File: src/design/ppce_pkg.sv
// Shared types, constants and scaling factors for the pen plot command encoder.
package ppce_pkg;

	localparam int X_RANGE = 280;
	localparam int Y_RANGE = 192;

	localparam int SCREEN_BITS = 10;

	localparam int X_RECIP_BITS = 28;
	localparam int X_RECIP = (2 ** X_RECIP_BITS + X_RANGE - 1) / X_RANGE;
	localparam int X_PROD_W = 9 + X_RECIP_BITS;
	localparam int X_SHIFT = X_RECIP_BITS - SCREEN_BITS;
	localparam int SX_W = SCREEN_BITS;

	localparam int Y_RECIP_BITS = 26;
	localparam int Y_RECIP = (2 ** Y_RECIP_BITS + Y_RANGE - 1) / Y_RANGE;
	localparam int Y_PROD_W = 8 + Y_RECIP_BITS;
	localparam int Y_SHIFT = Y_RECIP_BITS - SCREEN_BITS;
	localparam int SY_W = SCREEN_BITS + 1;

	localparam int QUEUE_DEPTH = 4;
	localparam int QPTR_W = $clog2(QUEUE_DEPTH);

	localparam logic [7:0] BYTE_START = 8'o035;
	localparam logic [7:0] BYTE_END = 8'o377;
	localparam logic [7:0] BYTE_CLEAR = 8'o030;

	typedef enum logic [1:0] {
		ACT_PLOT = 2'd0,
		ACT_PEN_UP = 2'd1,
		ACT_PEN_DOWN = 2'd2,
		ACT_ERASE = 2'd3
	} action_t;

	typedef enum logic [2:0] {
		OP_ERR = 3'd0,
		OP_POINT = 3'd1,
		OP_START_POINT = 3'd2,
		OP_END = 3'd3,
		OP_ERASE_DOWN = 3'd4,
		OP_ERASE_UP = 3'd5
	} op_t;

	typedef struct packed {
		op_t op;
		logic [8:0] x;
		logic [7:0] y;
	} entry_t;

	typedef struct packed {
		logic push;
		entry_t entry;
	} front_req_t;

endpackage

File: src/design/pen_plot_command_encoder.sv
// Top level of the pen plot command encoder: front end, command queue and byte sequencer.
// The block takes one command beat per cycle while its four-entry command queue has room;
// the front end updates the pen state and stored point at once and queues a command entry.
// The sequencer sends one plotter byte per cycle from a registered output stage while the
// output is taken; each command gives its own count of bytes: none for a command without
// output, one for an error or pen up, two or three for erase, four for a plot with the pen
// down and five for pen down, with the next command's bytes following without a gap. The
// scaled coordinates are formed by a reciprocal multiply registered as a command leaves the
// queue, so a command accepted into an empty block passes the queue, the product registers
// and the output register before its first byte appears.
module pen_plot_command_encoder import ppce_pkg::*; (
	input logic clk,
	input logic arst_n,
	input logic s_tvalid,
	output logic s_tready,
	input logic [23:0] s_tdata,   // x_coord[8:0], y_coord[16:9], zero [23:17]
	input logic [1:0] s_tuser,    // action[1:0]
	output logic m_tvalid,
	input logic m_tready,
	output logic [7:0] m_tdata,   // out_byte[7:0]
	output logic m_tlast,
	output logic m_tuser          // coord_error[0]
);

	front_req_t req;
	entry_t head;
	logic empty;
	logic full;
	logic pop;
	logic accept;

	assign s_tready = !full;
	assign accept = s_tvalid && s_tready;

	ppce_front u_front (
		.clk(clk),
		.arst_n(arst_n),
		.accept(accept),
		.action(s_tuser),
		.x_coord(s_tdata[8:0]),
		.y_coord(s_tdata[16:9]),
		.req(req)
	);

	ppce_queue u_queue (
		.clk(clk),
		.arst_n(arst_n),
		.req(req),
		.pop(pop),
		.head(head),
		.empty(empty),
		.full(full)
	);

	ppce_back u_back (
		.clk(clk),
		.arst_n(arst_n),
		.head(head),
		.empty(empty),
		.pop(pop),
		.m_tvalid(m_tvalid),
		.m_tready(m_tready),
		.m_tdata(m_tdata),
		.m_tlast(m_tlast),
		.m_tuser(m_tuser)
	);

endmodule

File: src/design/ppce_front.sv
// Command front end: keeps pen state and last point, classifies each command.
module ppce_front import ppce_pkg::*; (
	input logic clk,
	input logic arst_n,
	input logic accept,
	input logic [1:0] action,
	input logic [8:0] x_coord,
	input logic [7:0] y_coord,
	output front_req_t req
);

	localparam logic [8:0] X_LIMIT = 9'(X_RANGE);
	localparam logic [7:0] Y_LIMIT = 8'(Y_RANGE);

	logic pen_q;
	logic [8:0] last_x_q;
	logic [7:0] last_y_q;

	logic pen_d;
	logic [8:0] last_x_d;
	logic [7:0] last_y_d;
	logic push;
	entry_t entry;

	always_comb begin
		push = 1'b0;
		entry.op = OP_ERR;
		entry.x = x_coord;
		entry.y = y_coord;
		pen_d = pen_q;
		last_x_d = last_x_q;
		last_y_d = last_y_q;
		case (action_t'(action))
			ACT_PLOT: begin
				if (x_coord >= X_LIMIT || y_coord >= Y_LIMIT) begin
					push = 1'b1;
					entry.op = OP_ERR;
				end else begin
					last_x_d = x_coord;
					last_y_d = y_coord;
					push = pen_q;
					entry.op = OP_POINT;
				end
			end
			ACT_PEN_UP: begin
				push = pen_q;
				entry.op = OP_END;
				pen_d = 1'b0;
			end
			ACT_PEN_DOWN: begin
				push = !pen_q;
				entry.op = OP_START_POINT;
				entry.x = last_x_q;
				entry.y = last_y_q;
				pen_d = 1'b1;
			end
			default: begin
				push = 1'b1;
				entry.op = pen_q ? OP_ERASE_DOWN : OP_ERASE_UP;
				pen_d = 1'b0;
			end
		endcase
	end

	always_ff @(posedge clk or negedge arst_n) begin
		if (!arst_n) begin
			pen_q <= 1'b0;
			last_x_q <= '0;
			last_y_q <= '0;
		end else if (accept) begin
			pen_q <= pen_d;
			last_x_q <= last_x_d;
			last_y_q <= last_y_d;
		end
	end

	assign req.push = accept && push;
	assign req.entry = entry;

endmodule

File: src/design/ppce_queue.sv
// Short command queue between the front end and the byte sequencer.
module ppce_queue import ppce_pkg::*; (
	input logic clk,
	input logic arst_n,
	input front_req_t req,
	input logic pop,
	output entry_t head,
	output logic empty,
	output logic full
);

	entry_t mem_q [QUEUE_DEPTH];
	logic [QPTR_W-1:0] wr_ptr_q;
	logic [QPTR_W-1:0] rd_ptr_q;
	logic [QPTR_W:0] count_q;

	assign empty = (count_q == '0);
	assign full = (count_q == (QPTR_W+1)'(QUEUE_DEPTH));
	assign head = mem_q[rd_ptr_q];

	always_ff @(posedge clk) begin
		if (req.push) begin
			mem_q[wr_ptr_q] <= req.entry;
		end
	end

	always_ff @(posedge clk or negedge arst_n) begin
		if (!arst_n) begin
			wr_ptr_q <= '0;
			rd_ptr_q <= '0;
			count_q <= '0;
		end else begin
			if (req.push) begin
				wr_ptr_q <= wr_ptr_q + 1'b1;
			end
			if (pop) begin
				rd_ptr_q <= rd_ptr_q + 1'b1;
			end
			if (req.push && !pop) begin
				count_q <= count_q + 1'b1;
			end else if (pop && !req.push) begin
				count_q <= count_q - 1'b1;
			end
		end
	end

	a_no_overflow: assert property (@(posedge clk) disable iff (!arst_n)
		full |-> !req.push)
		else $error("queue written while full");

	a_no_underflow: assert property (@(posedge clk) disable iff (!arst_n)
		empty |-> !pop)
		else $error("queue read while empty");

endmodule

File: src/design/ppce_back.sv
// Byte sequencer: scales the point and sends each command's bytes one per beat.
module ppce_back import ppce_pkg::*; (
	input logic clk,
	input logic arst_n,
	input entry_t head,
	input logic empty,
	output logic pop,
	output logic m_tvalid,
	input logic m_tready,
	output logic [7:0] m_tdata,
	output logic m_tlast,
	output logic m_tuser
);

	localparam logic [X_RECIP_BITS-1:0] X_MULT = X_RECIP_BITS'(X_RECIP);
	localparam logic [Y_RECIP_BITS-1:0] Y_MULT = Y_RECIP_BITS'(Y_RECIP);
	localparam logic [7:0] Y_TOP = 8'(Y_RANGE);

	logic busy_q;
	op_t op_q;
	logic [2:0] idx_q;
	logic [X_PROD_W-1:0] prod_x_q;
	logic [Y_PROD_W-1:0] prod_y_q;

	logic m_tvalid_q;
	logic [7:0] m_tdata_q;
	logic m_tlast_q;
	logic m_tuser_q;

	logic [SX_W-1:0] sx;
	logic [SY_W-1:0] sy;
	logic [2:0] last_idx;
	logic [1:0] pt_idx;
	logic [7:0] pt_byte;
	logic [7:0] beat_byte;
	logic beat_last;
	logic beat_err;
	logic out_free;
	logic emit;
	logic done;

	assign sx = prod_x_q[X_SHIFT +: SX_W];
	assign sy = prod_y_q[Y_SHIFT +: SY_W];

	always_comb begin
		case (op_q)
			OP_POINT: last_idx = 3'd3;
			OP_START_POINT: last_idx = 3'd4;
			OP_ERASE_DOWN: last_idx = 3'd2;
			OP_ERASE_UP: last_idx = 3'd1;
			default: last_idx = 3'd0;
		endcase
	end

	always_comb begin
		pt_idx = (op_q == OP_START_POINT) ? 2'(idx_q - 3'd1) : idx_q[1:0];
		case (pt_idx)
			2'd0: pt_byte = {4'b0, sx[9:6]};
			2'd1: pt_byte = {2'b0, sx[5:0]};
			2'd2: pt_byte = {3'b0, sy[10:6]};
			default: pt_byte = {2'b0, sy[5:0]};
		endcase
	end

	always_comb begin
		beat_err = 1'b0;
		beat_last = (idx_q == last_idx);
		case (op_q)
			OP_ERR: begin
				beat_byte = 8'd0;
				beat_err = 1'b1;
			end
			OP_POINT: beat_byte = pt_byte;
			OP_START_POINT: beat_byte = (idx_q == 3'd0) ? BYTE_START : pt_byte;
			OP_END: beat_byte = BYTE_END;
			OP_ERASE_DOWN: begin
				case (idx_q)
					3'd0: beat_byte = BYTE_END;
					3'd1: beat_byte = BYTE_CLEAR;
					default: beat_byte = BYTE_END;
				endcase
			end
			default: beat_byte = (idx_q == 3'd0) ? BYTE_CLEAR : BYTE_END;
		endcase
	end

	assign out_free = !m_tvalid_q || m_tready;
	assign emit = busy_q && out_free;
	assign done = emit && (idx_q == last_idx);
	assign pop = !empty && (!busy_q || done);

	always_ff @(posedge clk or negedge arst_n) begin
		if (!arst_n) begin
			busy_q <= 1'b0;
			idx_q <= '0;
			m_tvalid_q <= 1'b0;
		end else begin
			if (pop) begin
				busy_q <= 1'b1;
				idx_q <= '0;
			end else if (done) begin
				busy_q <= 1'b0;
			end else if (emit) begin
				idx_q <= idx_q + 3'd1;
			end
			if (emit) begin
				m_tvalid_q <= 1'b1;
			end else if (m_tready) begin
				m_tvalid_q <= 1'b0;
			end
		end
	end

	always_ff @(posedge clk) begin
		if (pop) begin
			op_q <= head.op;
			prod_x_q <= X_PROD_W'(head.x) * X_PROD_W'(X_MULT);
			prod_y_q <= (Y_PROD_W'(Y_TOP) - Y_PROD_W'(head.y)) * Y_PROD_W'(Y_MULT);
		end
		if (emit) begin
			m_tdata_q <= beat_byte;
			m_tlast_q <= beat_last;
			m_tuser_q <= beat_err;
		end
	end

	assign m_tvalid = m_tvalid_q;
	assign m_tdata = m_tdata_q;
	assign m_tlast = m_tlast_q;
	assign m_tuser = m_tuser_q;

	a_idx_in_run: assert property (@(posedge clk) disable iff (!arst_n)
		busy_q |-> idx_q <= last_idx)
		else $error("byte index ran past the end of the command");

	a_error_beat: assert property (@(posedge clk) disable iff (!arst_n)
		(m_tvalid_q && m_tuser_q) |-> (m_tlast_q && m_tdata_q == 8'd0))
		else $error("error beat is not a single zero byte");

	a_pop_starts_run: assert property (@(posedge clk) disable iff (!arst_n)
		pop |=> (busy_q && idx_q == 3'd0))
		else $error("popped command did not start a new run");

endmodule
File: config.mk
export PLATFORM = sky130hd
export DESIGN_NAME = pen_plot_command_encoder
export DESIGN_NICKNAME = d
export VERILOG_FILES = /design/src/design/ppce_pkg.sv /design/src/design/pen_plot_command_encoder.sv /design/src/design/ppce_front.sv /design/src/design/ppce_queue.sv /design/src/design/ppce_back.sv
export SDC_FILE = /design/constraint.sdc
export NUM_CORES = 1
export LEC_CHECK = 0
export ABC_AREA = 0
export BUFFER_PORTS_ARGS = -buffer_cell sky130_fd_sc_hd__buf_2
export CAP_MARGIN = 20
export CORE_MARGIN = 8
export CORE_UTILIZATION = 69
export CTS_CLUSTER_DIAMETER = 100
export DETAILED_ROUTE_END_ITERATION = 6
export GPL_ROUTABILITY_DRIVEN = 0
export HOLD_SLACK_MARGIN = 0.15
export PLACE_DENSITY = 0.87
export SKIP_LAST_GASP = 1
export SYNTH_ARGS = -nofsm -noshare
export SYNTH_HDL_FRONTEND = slang
export SYNTH_SLANG_ARGS = --single-unit
File: constraint.sdc
create_clock -name clk -period 22 [get_ports clk]
set_input_delay 1.1 -clock clk [delete_from_list [all_inputs] [get_ports clk]]
set_output_delay 1.1 -clock clk [all_outputs]
set_load 0.05 [all_outputs]
==> impl_metrics.toml, run 1 <==
[routing]
antenna_left = 0
detail_route.drc_violations = 0
drt-total-wl_mm = 23.47
detail_route.vias_per_cell = 5.908
detail_route.first_pass.iterations = 5
initialDrtViolationCount = 485
routed-via-count = 7633
wl_per_cell_um = 18.16

[place]
post_dp_cell_area_um2 = 12330
placed_cells_incl_taps = 1259
post-dp-hpwl_mm = 17.68
port_buffers = 34

[global_routing]
grtUsageMet3_pct = 3.302
first_pass_grt_wire_length_mm = 38.95
antenna_found_initial = 0
overflow = 0
global_route.usage.met1_pct = 27.75
gr-usage-all-layers_pct = 22.54
grt_pass1_vias = 8095
gr-max-usage-layer = "met2"
use_met2_pct = 40.16
grt_start_max_net_pins = 31

[timing]
slew_violations = 0
rsz_0062_raised_after_global_routing = "no"
slew_headroom_pct = 29.26
worst-slew-pin-transition_ns = 1.061
layout_worst_path_cycle_share_pct = 40.09
setup_viol = 0
finalHoldViolCount = 0
timing.setup.tns_ns = 0
clock.fmax_mhz = 113.4
timing.final.crit_period_ns = 8.821
fin_skew_ns = 0.007706

[layout]
mostFrequentLayoutCells = "inv_1, ha_1, edfxtp_1"
layout.cells.non_filler = 1292
layout-drive-gt1-share_pct = 13.78
final_area_um2 = 12910
final_net_count = 1342
syn2layout_area_growth_pct = 8.167
final_common_cell = "inv_1"
diodes = 0

[clock_network]
post-cts-setup-buffer-count = 0
master_cell_of_the_clock_root_buffer = "clkbuf_16"
cts-buffers-inserted = 17
cts_hold_repair.buffers = 0
resized_after_cts = 0
worst_setup_hold_path_clk_slew_ns = 0.06
h-tree-depth = 4
cts.path.max_buffers = 2
clk_latency_ns = 0.42
cts_num_sinks = 143
cts_tree = "done"

[min_path]
worst_hold_path_class = "flop to flop"

[setup_path]
critical_path_peak_fanout = 22
critPathKind = "flop to flop"
worst-endpoint-arrival_ns = 8.98
crit_path_start_kind = "flop"
critical_path.endpoint_type = "flop"
timing.critical_path.required_ns = 22.15

[die]
pin_count = 42
fp.coreArea_um2 = 17120
initial_core_util_pct = 69.73
std_cell_rows = 48
die_y_um = 147.5
dieWidth_um = 147.5
dieArea_um2 = 21760

[logic_synthesis]
number_of_synthesized_flops_with_an_enable_pin = 113
asyncSetResetFlopFracSynth_pct = 20.98
seq_area_frac_synth_pct = 34.72
synth_cells = 1016
synth_flop_cell = "edfxtp_1"
synth-seq-cells = 143
synth-warning-count = 0
yosys.cell_types.count = 73
syn-mean-instance-area_um2 = 11.75
synth_fp_nets = 1304
netlist_area_um2 = 11940

[job]
drv.max_cap_violation_count = 0

[status]
outcome = "complete, no violations"
metal layers:
metal / up-vias / part of all wire [%]
li1: 3532 / -
met3: 35 / 4.4
met5: - / 0
met1: 3842 / 42
met4: 0 / 1.5
met2: 224 / 52
critical path, stage by stage, from the launching register on:
cell and delay, ns:
dfrtp_1 1.04, mux4_2 0.55, nor3_2 0.21, nand2_1 0.14
nor2_1 0.30, nor2_1 0.10, xnor2_1 0.49, ha_1 0.40
ha_1 0.54, inv_1 0.11, fa_1 0.54, inv_1 0.05
fa_1 0.54, inv_1 0.06, fa_1 0.50, fa_1 0.54
inv_1 0.04, ha_1 0.32, a21oi_1 0.24, nor2_1 0.07
a221oi_1 0.24, o21ai_1 0.19, and4_1 0.28, a2111oi_2 0.50
a21oi_1 0.14, xnor3_1 0.40
registers in the layout (all words and copies together), names as in the netlist:
| name | count |
|---|---|
| u_queue.count_q | 3 |
| u_back.m_tdata | 7 |
| u_back.m_tvalid | 1 |
| u_queue.wr_ptr_q | 2 |
| u_back.m_tlast | 1 |
| u_back.m_tuser | 1 |
| u_back.op_q | 3 |
| u_front.last_y_q | 8 |
| u_back.prod_x_q | 10 |
| u_back.prod_y_q | 11 |
| u_front.last_x_q | 9 |
| u_queue.mem_q | 80 |
| u_back.busy_q | 1 |
| u_back.idx_q | 3 |
| u_front.pen_q | 1 |
| u_queue.rd_ptr_q | 2 |
cell usage after synthesis, types with 3 or more instances:
library cell  count  share of area [%]
a211o_1           3               0.22
a211oi_1          3               0.19
a21o_1           10               0.63
a21oi_1          31                1.3
a31oi_1           9               0.47
and2_1            9               0.47
buf_1             3              0.094
buf_2             6               0.25
clkbuf_1          9               0.28
dfrtp_1          30                6.3
edfxtp_1        113                 28
fa_1             88                 15
ha_1            170                 18
inv_1           213                6.7
mux2_2           37                3.5
mux4_2           25                4.7
nand2_1          30               0.94
nand2b_1         12               0.63
nand3_1           4               0.17
nand4_1           5               0.26
nor2_1           51                1.6
nor2b_1           3               0.16
nor3_1           12               0.50
o21a_1            5               0.31
o21ai_0          17               0.71
o21bai_1          3               0.19
o31ai_1           3               0.19
or2_2             3               0.16
xnor2_1          33                2.4
xor2_1           20                1.5
per-stage QoR:
| step | setup WS, ns | hold slack [ns] | util (%) |
|---|---|---|---|
| CTS | 13.25 | 0.5052 | 75.38 |
| floorplan | 14.45 | 0.4502 | - |
| global placement | 13.51 | 0.4789 | 72.05 |
| global route | 12.70 | 0.5161 | 75.42 |
| detailed placement | 13.40 | 0.4903 | 72.05 |
| finish | 13.18 | 0.5049 | 75.42 |
kinds of logic (layout without fill, tap and decap cells):
family	after synthesis	count (layout)	share of synthesized area (%)
multiplexers	64	64	8.376
other	1	1	0.03142
adder cells (fa/ha/maj)	260	260	32.75
flip-flops	143	143	34.72
AO/OA/AOI/OAI	114	114	6.426
buffers and inverters	234	285	7.517
AND/OR/NAND/NOR	145	145	5.965
XOR/XNOR	55	55	4.214
path summary, 6_finish.rpt:
kind	cells past startpoint	from	to	slack, ns
hold / removal	1	u_front.last_y_q[0]	u_front.last_y_q[0]	0.50
max in group asynchronous	1	arst_n	u_back.idx_q[1]	20.75
setup reg to reg	25	u_queue.rd_ptr_q[1]	u_back.prod_y_q[26]	13.18
min in group asynchronous	1	arst_n	u_front.last_y_q[1]	0.75
setup / recovery	25	u_queue.rd_ptr_q[1]	u_back.prod_y_q[26]	13.18
hold reg to reg	1	u_front.last_y_q[0]	u_front.last_y_q[0]	0.50
area by class of cell:
type	count	area, um^2
clock buffers	17	425.4
well taps	225	281.5
repair buffers	39	207.7
clock inverters	15	145.1
inverters	214	803.3
fillers	1028	4207
multi-input cells	639	6903
flip-flops and latches	143	4144
Power of run 1 is not shown: default switching activity piles up to over one toggle a cycle in this logic, so the estimate is an artifact.
==> run 2, diff against run 1 <==
Settings changed: ABC_AREA 0 to 1, CORE_UTILIZATION 69 to 64, PLACE_DENSITY 0.87 to 0.82.
Clock period 22 ns to 8.45 ns, I/O delays scaled along.
==> impl_metrics.toml, run 2 <==
[status]
outcome = "complete, no violations"

[die]
fp.coreArea_um2 = 19210
dieWidth_um = 155.1
std_cell_rows = 51
die_y_um = 155.1
initial_core_util_pct = 64.45
pin_count = 42
dieArea_um2 = 24050

[timing]
clock.fmax_mhz = 133.6
slew_violations = 0
rsz_0062_raised_after_global_routing = "no"
final.setup.worst_slack_ns = 0.9638
slew_headroom_pct = 32.02
worst-slew-pin-transition_ns = 1.020
setup_viol = 0
layout_worst_path_cycle_share_pct = 88.59
finalHoldViolCount = 0
timing.setup.tns_ns = 0
timing.final.crit_period_ns = 7.486
fin_skew_ns = 0.01161

[setup_path]
critical_path_peak_fanout = 41
critical_path.endpoint_type = "flop"
rr_startpoint = "u_queue.rd_ptr_q[0]"
worst_path_largest_cell_delay_ns = 0.62
crit_path_start_kind = "flop"
worst-endpoint-arrival_ns = 7.67
timing.reg2reg.worst_path_depth = 29
critical_path.slowest_cell = "dfrtp_1"
path_delay_family = "adder cells"
timing.critical_path.required_ns = 8.63
critPathKind = "flop to flop"
critPathBufInv = 5
internal_reg_to_reg_setup_slack_ns = 0.96
worstReg2RegEnd = "u_back.prod_y_q[26]"

[logic_synthesis]
asyncSetResetFlopFracSynth_pct = 20.98
synth_top_area_share_pct = 27.41
netlist_top_cells_area = "edfxtp_1, ha_1, fa_1"
synth_flop_cell = "edfxtp_1"
netlist_area_um2 = 12380
syn-mean-instance-area_um2 = 9.245
number_of_synthesized_flops_with_an_enable_pin = 113
seq_area_frac_synth_pct = 33.47
synth_cells = 1339
synth.most_common_cell = "inv_1"
netlist_top_cells_count = "inv_1, nand2_1, ha_1"
yosys.cell_types.count = 52
synth-seq-cells = 143
synth_fp_nets = 1627
yosysTopAreaCell = "edfxtp_1"
synth-warning-count = 0

[routing]
detail_route.drc_violations = 0
wl_per_cell_um = 15.17
detail_route.first_pass.iterations = 5
detail_route.vias_per_cell = 5.423
antenna_left = 0
routed-via-count = 8996
initialDrtViolationCount = 584
drt-total-wl_mm = 25.16

[place]
port_buffers = 34
detailedPlace.worstSlack_ns = 1.142
post-dp-hpwl_mm = 19.33

[layout]
diodes = 0
layout-drive-gt1-share_pct = 7.604
largest_reg_flops = 80
fillCellCount = 1374
final_net_count = 1669
largest_register = "u_queue.mem_q"
syn2layout_area_growth_pct = 8.753
final_common_cell = "inv_1"
biggestRegsByFlops = "u_queue.mem_q: 80 flops, u_back.prod_y_q: 11 flops, u_back.prod_x_q: 10 flops"
mostFrequentLayoutCells = "inv_1, nand2_1, ha_1"

[clock_network]
cts_tree = "done"
resized_after_cts = 0
master_cell_of_the_clock_root_buffer = "clkbuf_16"
cts-buffers-inserted = 17
worst_setup_hold_path_clk_slew_ns = 0.07
cts_num_sinks = 143
post-cts-setup-buffer-count = 0
h-tree-depth = 4
cts.path.max_buffers = 2
cts_hold_repair.buffers = 1
clk_latency_ns = 0.43

[global_routing]
first_pass_grt_wire_length_mm = 41.96
antenna_found_initial = 0
grt_pass1_vias = 9257
grt_start_max_net_pins = 42
overflow = 0
gr-usage-all-layers_pct = 21.81

[min_path]
hold_end = "u_back.m_tvalid"
hold_path_startpoint = "m_tready"
worst_hold_path_class = "primary input to flop"
worst_hold_path_cells = 4

[job]
drv.max_cap_violation_count = 0
run 2: changes by cell type in the layout (fill, tap and decap cells not counted), sizes merged, moves of 13 or more:
cell,previous run,this run
inv,224,305
xnor2,34,18
a21oi,31,61
mux4,25,0
mux2,37,1
o21ai,20,75
nand3,4,51
nand2,30,252
nor2,52,65
run 2: worst max path at each step:
| stage | to | start | cells past startpoint | slack [ns] |
|---|---|---|---|---|
| final | u_back.prod_y_q[26] | u_queue.rd_ptr_q[0] | 29 | 0.96 |
| after global routing | u_back.prod_y_q[26] | u_queue.rd_ptr_q[0] | 29 | 0.51 |
| after CTS | u_back.prod_y_q[26] | u_queue.rd_ptr_q[0] | 29 | 1.08 |
| after detailed placement | u_back.prod_y_q[26] | u_queue.rd_ptr_q[0] | 29 | 1.14 |
| after global placement | u_back.prod_y_q[26] | u_queue.rd_ptr_q[0] | 26 | 1.40 |
| after floorplan | u_back.prod_y_q[25] | u_queue.rd_ptr_q[0] | 31 | 2.19 |
run 2: kinds of logic after synthesis:
logic type / count (synthesis) / synth area share [%]
flops: 143 / 33.47
buf+inv: 318 / 9.945
simple gates: 390 / 13.14
xor+xnor: 50 / 3.537
fa+ha+maj: 258 / 31.41
other cells: 1 / 0.03029
compound gates: 178 / 8.369
mux: 1 / 0.09096
run 2: layout make-up:
cell class / count / area (um^2) / share of cell area, %
multi-input combinational: 878 / 7007 / 52.04
sequential: 143 / 4144 / 30.78
inverter: 296 / 1111 / 8.253
clock buffer: 17 / 425.4 / 3.160
tap: 265 / 331.6 / 2.463
timing repair buffer: 45 / 262.8 / 1.952
clock inverter: 15 / 181.4 / 1.348
run 2: worst register-to-register path, delay by kind of cell, from the launching register on:
kind	cells	cell delay, ns
and+or+nand+nor	12	1.77
adders and majority gates	7	2.51
DFF	1	0.62
buffers and inverters	5	0.69
AOI/OAI and AO/OA	4	1.05
xor gates and xnor gates	1	0.60
run 2: metal layers:
metal | routed length, um | global-route usage, %
met1 | 10750 | 25.56
met2 | 12570 | 38.35
met3 | 1246 | 4.632
met4 | 594 | 8.819
met5 | 0 | 0
run 2: stage by stage:
stage / cell area (um^2) / std cells / hold WS [ns] / util (%)
after floorplan: 12380 / 1339 / 0.1269 / -
after global placement: 12820 / 1624 / 0.4535 / 66.76
after detailed placement: 12820 / 1624 / 0.4734 / 66.76
after CTS: 13440 / 1657 / 0.2281 / 69.98
after global routing: 13460 / 1659 / 0.2582 / 70.09
final: 13460 / 1659 / 0.2413 / 70.09
Power of run 2 is left out for the same reason.
